### src/sv/psd_pkg.sv
// Shared types, widths and codes for the point to segment distance pipeline.
package psd_pkg;

	localparam int CW         = 16;
	localparam int DW         = CW + 1;
	localparam int SUMW       = 2 * CW + 2;
	localparam int HW         = (SUMW + 1) / 2;
	localparam int PW         = 2 * SUMW;
	localparam int RW         = SUMW / 2;
	localparam int REMW       = RW + 3;
	localparam int DIV_PER    = 2;
	localparam int DIV_STAGES = (SUMW + DIV_PER - 1) / DIV_PER;
	localparam int SQ_PER     = 2;
	localparam int SQ_STAGES  = (RW + SQ_PER - 1) / SQ_PER;
	localparam int PIPE_LAT   = 6 + (DIV_STAGES + 1) + 1 + (SQ_STAGES + 1);
	localparam int IDXW       = 3;

	localparam logic [IDXW-1:0] REG_END_A_X = 3'd0;
	localparam logic [IDXW-1:0] REG_END_A_Y = 3'd1;
	localparam logic [IDXW-1:0] REG_END_A_Z = 3'd2;
	localparam logic [IDXW-1:0] REG_END_B_X = 3'd3;
	localparam logic [IDXW-1:0] REG_END_B_Y = 3'd4;
	localparam logic [IDXW-1:0] REG_END_B_Z = 3'd5;

	typedef enum logic [1:0] {
		CASE_A  = 2'd0,
		CASE_IN = 2'd1,
		CASE_B  = 2'd2
	} case_t;

	typedef struct packed {
		logic [CW-1:0] point_x;
		logic [CW-1:0] point_y;
		logic [CW-1:0] point_z;
	} pt_t;

	typedef struct packed {
		logic [RW-1:0] seg_distance;
		case_t         nearest_case;
	} res_t;

	typedef struct packed {
		logic [SUMW-1:0] dd;
		logic [SUMW-1:0] alt;
		case_t           kase;
	} side_t;

	typedef struct packed {
		logic [SUMW-1:0] rem;
		logic [SUMW-1:0] low;
		logic [SUMW-1:0] q;
	} div_st_t;

	typedef struct packed {
		logic [REMW-1:0] rem;
		logic [SUMW-1:0] val;
		logic [RW-1:0]   root;
	} sq_st_t;

endpackage

### src/sv/psd_sqrt.sv
// Pipelined floored integer square root, two root bits per stage, one in the last.
module psd_sqrt (
	input  logic                   clk,
	input  logic                   arst_n,
	input  logic                   in_valid,
	input  logic [psd_pkg::SUMW-1:0] radicand,
	input  psd_pkg::case_t         in_case,
	output logic                   out_valid,
	output psd_pkg::res_t          result
);
	import psd_pkg::*;

	function automatic sq_st_t sq_stage(sq_st_t s, int base);
		logic [REMW-1:0] r4;
		logic [REMW-1:0] trial;
		sq_st_t t;
		t = s;
		for (int i = 0; i < SQ_PER; i++) begin
			if (base + i < RW) begin
				r4 = {t.rem[REMW-3:0], t.val[SUMW-1 -: 2]};
				trial = {{(REMW - RW - 2){1'b0}}, t.root, 2'b01};
				t.val = {t.val[SUMW-3:0], 2'b00};
				if (r4 >= trial) begin
					t.rem = r4 - trial;
					t.root = {t.root[RW-2:0], 1'b1};
				end else begin
					t.rem = r4;
					t.root = {t.root[RW-2:0], 1'b0};
				end
			end
		end
		return t;
	endfunction

	logic   v_s  [0:SQ_STAGES];
	sq_st_t st_s [0:SQ_STAGES];
	case_t  cs_s [0:SQ_STAGES];

	always_ff @(posedge clk or negedge arst_n) begin
		if (!arst_n) begin
			v_s[0] <= 1'b0;
		end else begin
			v_s[0] <= in_valid;
		end
	end

	always_ff @(posedge clk) begin
		st_s[0].rem  <= '0;
		st_s[0].val  <= radicand;
		st_s[0].root <= '0;
		cs_s[0]      <= in_case;
	end

	for (genvar k = 1; k <= SQ_STAGES; k++) begin : g_stage
		always_ff @(posedge clk or negedge arst_n) begin
			if (!arst_n) begin
				v_s[k] <= 1'b0;
			end else begin
				v_s[k] <= v_s[k-1];
			end
		end

		always_ff @(posedge clk) begin
			st_s[k] <= sq_stage(st_s[k-1], (k - 1) * SQ_PER);
			cs_s[k] <= cs_s[k-1];
		end
	end

	assign out_valid           = v_s[SQ_STAGES];
	assign result.seg_distance = st_s[SQ_STAGES].root;
	assign result.nearest_case = cs_s[SQ_STAGES];

endmodule

### config.mk
export PLATFORM = sky130hd
export DESIGN_NAME = psd_sqrt
export DESIGN_NICKNAME = d
export VERILOG_FILES = /design/src/sv/psd_pkg.sv /design/src/sv/psd_sqrt.sv
export SDC_FILE = /design/constraint.sdc
export NUM_CORES = 1
export LEC_CHECK = 0
export BUFFER_PORTS_ARGS = -buffer_cell sky130_fd_sc_hd__buf_2
export CAP_MARGIN = 20
export CORE_ASPECT_RATIO = 1.75
export CORE_MARGIN = 2
export CORE_UTILIZATION = 35
export DETAILED_ROUTE_END_ITERATION = 7
export GPL_ROUTABILITY_DRIVEN = 0
export PLACE_DENSITY = 0.48
export SYNTH_ARGS = -nofsm -noshare
export SYNTH_HDL_FRONTEND = slang
export SYNTH_SLANG_ARGS = --single-unit
### constraint.sdc
create_clock -name clk -period 7.2 [get_ports clk]
set_input_delay 0.72 -clock clk [delete_from_list [all_inputs] [get_ports clk]]
set_output_delay 0.72 -clock clk [all_outputs]
set_load 0.02 [all_outputs]
==> results of run 1 <==
[repair_timing]
item,in CTS,in global routing
hold endpoints to repair,10,0
endpoints found under the setup margin,0,0
hold buffers,1,0
[worst max-delay path by stage]
stage,depth (start not counted),from,to
3_3_place_gp,16,st_s[7][8],st_s[8][61]
2_1_floorplan,20,st_s[7][0],st_s[8][66]
6_report,18,st_s[7][8],st_s[8][61]
5_1_grt,18,st_s[7][8],st_s[8][61]
3_5_place_dp,18,st_s[7][8],st_s[8][61]
4_1_cts,18,st_s[7][8],st_s[8][61]
[where the power goes]
group          leakage, nW  internal (mW)  switching, mW  total, mW
combinational         5.89           1.28           1.76       3.04
sequential            3.52           2.72          0.299       3.02
clock                0.730           1.38          0.960       2.34
total                 10.1           5.38           3.02       8.39
[logic make-up after synthesis]
| family | count (synthesis) | synth area share (%) |
|---|---|---|
| DFF | 417 | 42.0 |
| adders and majority gates | 167 | 10.5 |
| muxes | 46 | 2.64 |
| other | 1 | 0.0188 |
| xor gates and xnor gates | 178 | 7.84 |
| AOI/OAI and AO/OA | 495 | 15.9 |
| and+or+nand+nor | 670 | 16.9 |
| buffers and inverters | 206 | 4.14 |
[routing by layer]
metal / GRT usage (%) / vias up / wire length (um)
li1: - / 7833 / -
met1: 15.0 / 7385 / 17200
met2: 37.4 / 381 / 30800
met3: 2.74 / 191 / 1640
met4: 13.2 / 0 / 4000
met5: 0 / - / 0
[Yosys cell counts (all sizes together), types with 6 or more instances]
master   instances  area [sq um]
dfxtp          407          8150
nor2           188           708
ha             167          2090
inv            165           622
a21oi          156           792
nand2          141           532
o21ai          110           554
xnor2          108           953
xor2            70           613
nor3            69           345
nand3           57           290
mux2            35           417
nor4            34           246
a21o            33           248
nand4           30           188
nand2b          29           189
o21a            27           203
nor2b           24           150
clkbuf          22          92.6
or3             18           118
buf             17           104
o31ai           17           128
a211oi          16           120
a31oi           16           106
o211ai          16           125
o31a            13           116
or2             13          81.3
o21bai          12          90.1
and2            11          68.8
mux2i           11           110
nand3b          11          82.6
and4            10          87.6
dfrtp           10           250
a2111oi          9          82.6
and3             8          51.3
or4              8          68.8
a211o            7          61.3
a41oi            7          68.8
nor3b            6          45.0
[state kept, by name, indices dropped and copies added (netlist names)]
name / flops
st_s: 387
cs_s: 20
v_s: 9
out_valid: 1
[final cells by class]
class | instances | area [sq um] | area share (%)
Antenna cell | 1 | 2.50 | 0.0111
Clock buffer | 51 | 1160 | 5.12
Clock inverter | 25 | 329 | 1.46
Inverter | 167 | 631 | 2.79
Multi-Input combinational cell | 1558 | 10800 | 47.7
Sequential cell | 417 | 8400 | 37.2
Tap cell | 760 | 951 | 4.21
Timing Repair Buffer | 65 | 343 | 1.52
[layout by cell type (no fill, tap or decap), types with 7 or more instances in the layout]
cell / instances
dfxtp_1: 407
nor2_1: 187
ha_1: 167
inv_1: 160
a21oi_1: 155
nand2_1: 140
xnor2_1: 107
o21ai_0: 106
xor2_1: 70
nor3_1: 69
buf_2: 58
nand3_1: 56
clkbuf_16: 43
a21o_1: 33
nor4_1: 30
nand4_1: 30
mux2_2: 29
nand2b_1: 28
o21a_1: 27
nor2b_1: 24
or3_1: 17
o31ai_1: 17
a211oi_1: 16
o211ai_1: 15
a31oi_1: 15
o21bai_1: 12
or2_2: 12
o31a_1: 11
and2_1: 11
mux2i_1: 11
nand3b_1: 11
and4_1: 10
dfrtp_1: 10
clkinv_2: 8
a211o_1: 7
and3_1: 7
[stage by stage]
| step | utilization, % | hold WS (ps) |
|---|---|---|
| 2_1_floorplan | - | 310 |
| 3_3_place_gp | 37.4 | 310 |
| 3_5_place_dp | 37.4 | 312 |
| 4_1_cts | 40.1 | 188 |
| 5_1_grt | 40.1 | 185 |
| 6_report | 40.1 | 230 |
==> summary.md, run 1 <==
| Metric | Value |
|---|---|
| Die height | about 320 um |
| Cell Pwr Density | roughly 370 nW/um^2 |
| Setup violators final | 0 |
| Vias | ~16000 |
| Register-to-Register Setup Slack | 1490 ps |
| Post-route minimum period | roughly 5700 ps |
| Fraction of layout cells with a size suffix above 1 | approximately a tenth |
| Hold depth | 1 |
| Setup crit start kind | flip-flop |
| Pleak | about 10 nW |
| DR vias/cell | slightly above 5 |
| Setup TNS | 0 ps |
| GR Overflow Total | 0 |
| Syn_area_per_cell | 9.16 sq um |
| Nets | between 2000 and 2500 |
| Initial Util | 35.5% |
| Fillers | around 5700 |
| Finished Layout Cells | slightly above 3000 |
| Placed Area | approximately 21000 sq um |
| Worst Hold End | st_s[0][40] |
| Routed len/inst | between 15 and 20 um |
| Top FF cell, synth | dfxtp_1 |
| Total power | about 8.4 mW |
| Htree depth | 2 |
| DIE AREA | about 59000 sq um |
| Global-route wire length before repair | about 83000 um |
| Reg2reg start | st_s[7][8] |
| Synthesized area | roughly 20000 sq um |
| CP arrival | roughly 6200 ps |
| Hold Startpoint | radicand[23] |
| # DRC | 0 |
| Asr flop ratio synth | ~2.4% |
| Seq/Total Area, Yosys | a little over two fifths |
| CTS tree | built |
| Fin worst setup slack | around 1500 ps |
| Top Ports | a little under 60 |
| Critical path class | flip-flop to flip-flop |
| Worst hold path type | primary input to flip-flop |
| Dpl ws | about 1500 ps |
| Crit path max-delay cell type | a21oi_4 |
| Final wirelength | around 54000 um |
| Maximum fanout along the worst path | 19 |
| RSZ-0062 raised after global routing | no |
| HPWL after detailed placement | 43100 um |
| Die Wd | 185 um |
| Clk Latency, worst-skew pair | between 500 and 600 ps |
| Layout area overhead | 13.0% |
| CTS buffer count | 42 |
| Worst clock skew | approximately 21 ps |
| Period Utilization, post-route | 79.3% |
| CTS Sinks | ~420 |
| Vias in the first global route | ~16000 |
| Family with the most delay on the worst path | compound AO/OA/AOI/OAI gates |
| Post-CTS setup buffers | 0 |
| Largest net degree at the start of global routing | 21 |
| Crit end category | flip-flop |
| Total GRT Usage | 18.2% |
| Placed cell count | between 2000 and 3000 |
| #FFs+latches synth | 417 |
| Worst Path Required | 7660 ps |
| Crit path cell chain | inv_1 -> ha_1 -> nand4_1 -> or4_1 -> nand2_1 -> or3_1 -> inv_4 -> a211oi_1 -> a21o_1 -> ha_1 -> a21oi_1 -> nor2b_1 -> o21ai_0 -> nand2b_1 -> a41oi_1 -> o21ai_2 -> a21oi_4 -> mux2_2 |
| Cell variety after synth | 100 |
| Gates resized, CTS repair | 0 |
| Reg clk slew, reported paths | about 70 ps |
| Worst reg-to-reg path cell count | 18 |
| Final instance area | between 20000 and 25000 sq um |
| Peak Freq | between 150 and 200 MHz |
| IO Port Bufs | between 50 and 60 |
| Num rows | about 120 |
| Post-synth EDFFs | 0 |
| Worst path most repeated cell | ha_1 |
| Drt pass-1 iters | 5 |
| Final hold violation count | 0 |
| Detailed Route Iter0 Violations | roughly 620 |
| Yosys warning count | 0 |
| Post-Synthesis Cells | 2180 |
| Root Driver | clkbuf_16 |
| Max-cap violations | 0 |
| Initial antenna violation count | 0 |
| Worst reg2reg endpoint | st_s[8][61] |
| Status | finished clean |
| Core area | about 56000 sq um |
| Max-slew headroom | about two fifths |
| Clk buf depth | 3 |
| CP Buf/Inv Count | 2 |
| Largest stage delay, worst path | around 650 ps |
| Final Max Slew Viols | 0 |
| Worst slew pin tran | 875 ps |
| Post-route ant nets | 0 |
| Maximum VDD drop | 0.000209 V |
Power figures use the tool's default switching activity.
==> run 2, diff against run 1 <==
Settings changed: PLACE_DENSITY 0.48 to 0.5.
Clock period 7.2 ns to 5 ns, I/O delays scaled along.
==> run 2 against run 1 <==
Net effect:
- core utilization grew 1.5 points
- worst setup slack got worse by 1200 ps
- sequential share of layout area down 1.3 points
- critical path depth up 4
- largest cell class unchanged
- largest power group unchanged
- register-to-register slack lost 1200 ps
- power grew 46%
==> summary.md, run 2 (synthesized netlist as in run 1, its figures left out) <==
| Metric | Value |
|---|---|
| Commonest non-fill, non-tap cell in the layout | dfxtp_1 |
| Max-cap violations | 0 |
| Clk buf depth | 3 |
| Detailed Route Iter0 Violations | approximately 560 |
| CTS tree | built |
| Final hold violation count | 0 |
| Final wirelength | 53400 um |
| Initial Util | 35.5% |
| Global-route wire length before repair | about 83000 um |
| Peak Freq | 211 MHz |
| Num rows | about 120 |
| Worst hold margin | 25.7 ps |
| Cell Pwr Density | between 500 and 600 nW/um^2 |
| Htree depth | 2 |
| Final Max Slew Viols | 0 |
| Nets | between 2000 and 3000 |
| Status | finished clean |
| Placed Area | between 20000 and 25000 sq um |
| Post-route minimum period | roughly 4700 ps |
| Reg clk slew, reported paths | 70 ps |
| Hold Startpoint | radicand[19] |
| DR vias/cell | approximately 5.1 |
| Worst hold path type | primary input to flip-flop |
| Placed cell count | 3036 |
| Initial antenna violation count | 0 |
| Die Wd | ~180 um |
| Clk Latency, worst-skew pair | between 500 and 600 ps |
| Register-to-Register Setup Slack | approximately 250 ps |
| Setup crit start kind | flip-flop |
| Fraction of layout cells with a size suffix above 1 | a little over an eighth |
| Top Ports | between 50 and 60 |
| Period Utilization, post-route | 94.9% |
| Max-slew headroom | 21.2% |
| Biggest regs | st_s (387), cs_s (20), v_s (9) |
| Root Driver | clkbuf_16 |
| CTS buffer count | about 40 |
| Setup violators final | 0 |
| GR Overflow Total | 0 |
| Worst Hold End | st_s[0][36] |
| Setup TNS | 0 ps |
| Worst clock skew | about 37 ps |
| Diodes inserted | 0 |
| Maximum VDD drop | roughly 0.00032 V |
| CP arrival | between 5000 and 6000 ps |
| Reg2reg start | st_s[6][49] |
| Post-route ant nets | 0 |
| Max reg flops | between 300 and 400 |
| Worst reg-to-reg path cell count | 22 |
| Maximum fanout along the worst path | 8 |
| Worst slew pin tran | 1170 ps |
| Fin worst setup slack | roughly 250 ps |
| Post-layout util | about two fifths |
| Worst Path Required | around 5400 ps |
| Final instance area | roughly 23000 sq um |
| Hold depth | 1 |
| Fillers | between 5000 and 6000 |
| Routed len/inst | 17.1 um |
| Die height | 320 um |
| Drt pass-1 iters | 4 |
| Largest net degree at the start of global routing | 19 |
| DIE AREA | between 50000 and 60000 sq um |
| Total power | roughly 12 mW |
| CTS Sinks | roughly 420 |
| Critical path class | flip-flop to flip-flop |
| Most frequent cells in the layout | dfxtp_1 (405), nor2_1 (186), ha_1 (164) |
| Most flop-heavy register | st_s |
| Core area | ~56000 sq um |
| Vias | 15900 |
| Crit end category | flip-flop |
| Dpl ws | about 13 ps |
| Pleak | about 11 nW |
| # DRC | 0 |
| Layout area overhead | 17.0% |
| Worst reg2reg endpoint | st_s[7][64] |
| Finished Layout Cells | approximately 3100 |
| IO Port Bufs | between 50 and 60 |
| HPWL after detailed placement | between 40000 and 50000 um |
| Total GRT Usage | between 10% and 20% |
| Vias in the first global route | 16500 |
-- run 2: layout make-up --
class                   count  area, sq um  share of cell area (%)
multi-input cells        1558        10900                    46.4
flip-flops and latches    417         8400                    35.9
clock buffers              52         1150                    4.91
repair buffers            153         1090                    4.64
well taps                 760          951                    4.07
inverters                 167          637                    2.72
clock inverters            21          307                    1.31
-- run 2: timing repair --
action / CTS / global route
buffers inserted: 0 / 6
cloned: 0 / 0
hold buffers: 13 / 0
resized for setup: 3 / 27
setup endpoints to repair: 2 / 46
endpoints found under the hold margin: 22 / 0
pin swaps: 0 / 7
-- run 2: report_power, final --
part,switching (mW),internal [mW]
Combinational,2.60,2.02
Clock,1.37,1.92
Sequential,0.417,3.92
-- run 2: layer usage --
metal / track usage, % / vias up / part of all wire, % / wire length, um
li1: - / 8004 / - / -
met1: 14.9 / 7428 / 33 / 17400
met2: 38.0 / 303 / 58 / 31100
met3: 2.00 / 171 / 2.4 / 1250
met4: 11.7 / 0 / 6.8 / 3650
met5: 0 / - / 0 / 0
-- run 2: worst max-delay path by stage --
stage,cells after the start,slack [ps],startpoint,to
after floorplan,20,350,st_s[7][0],st_s[8][66]
after global placement,21,-20,st_s[5][4],st_s[6][57]
after detailed placement,20,10,st_s[6][7],st_s[7][66]
after CTS,20,80,st_s[6][7],st_s[7][66]
after global routing,19,-50,st_s[6][49],st_s[7][68]
final,22,250,st_s[6][49],st_s[7][64]
-- run 2: worst max-delay path, stage by stage, from the launching register on --
cell and delay (ps):
dfxtp_1 460, inv_1 80, ha_1 220, nand2b_1 160
o2bb2ai_1 210, a211o_1 300, and3_1 250, nand2_4 140
buf_4 150, mux2i_2 250, ha_2 350, nor2_2 140
nor3_1 120, and4_1 220, mux2_2 270, o21ai_0 210
nand4b_1 210, nor4_4 330, buf_4 180, inv_2 60
buf_12 140, nor2_1 120, a21oi_1 50
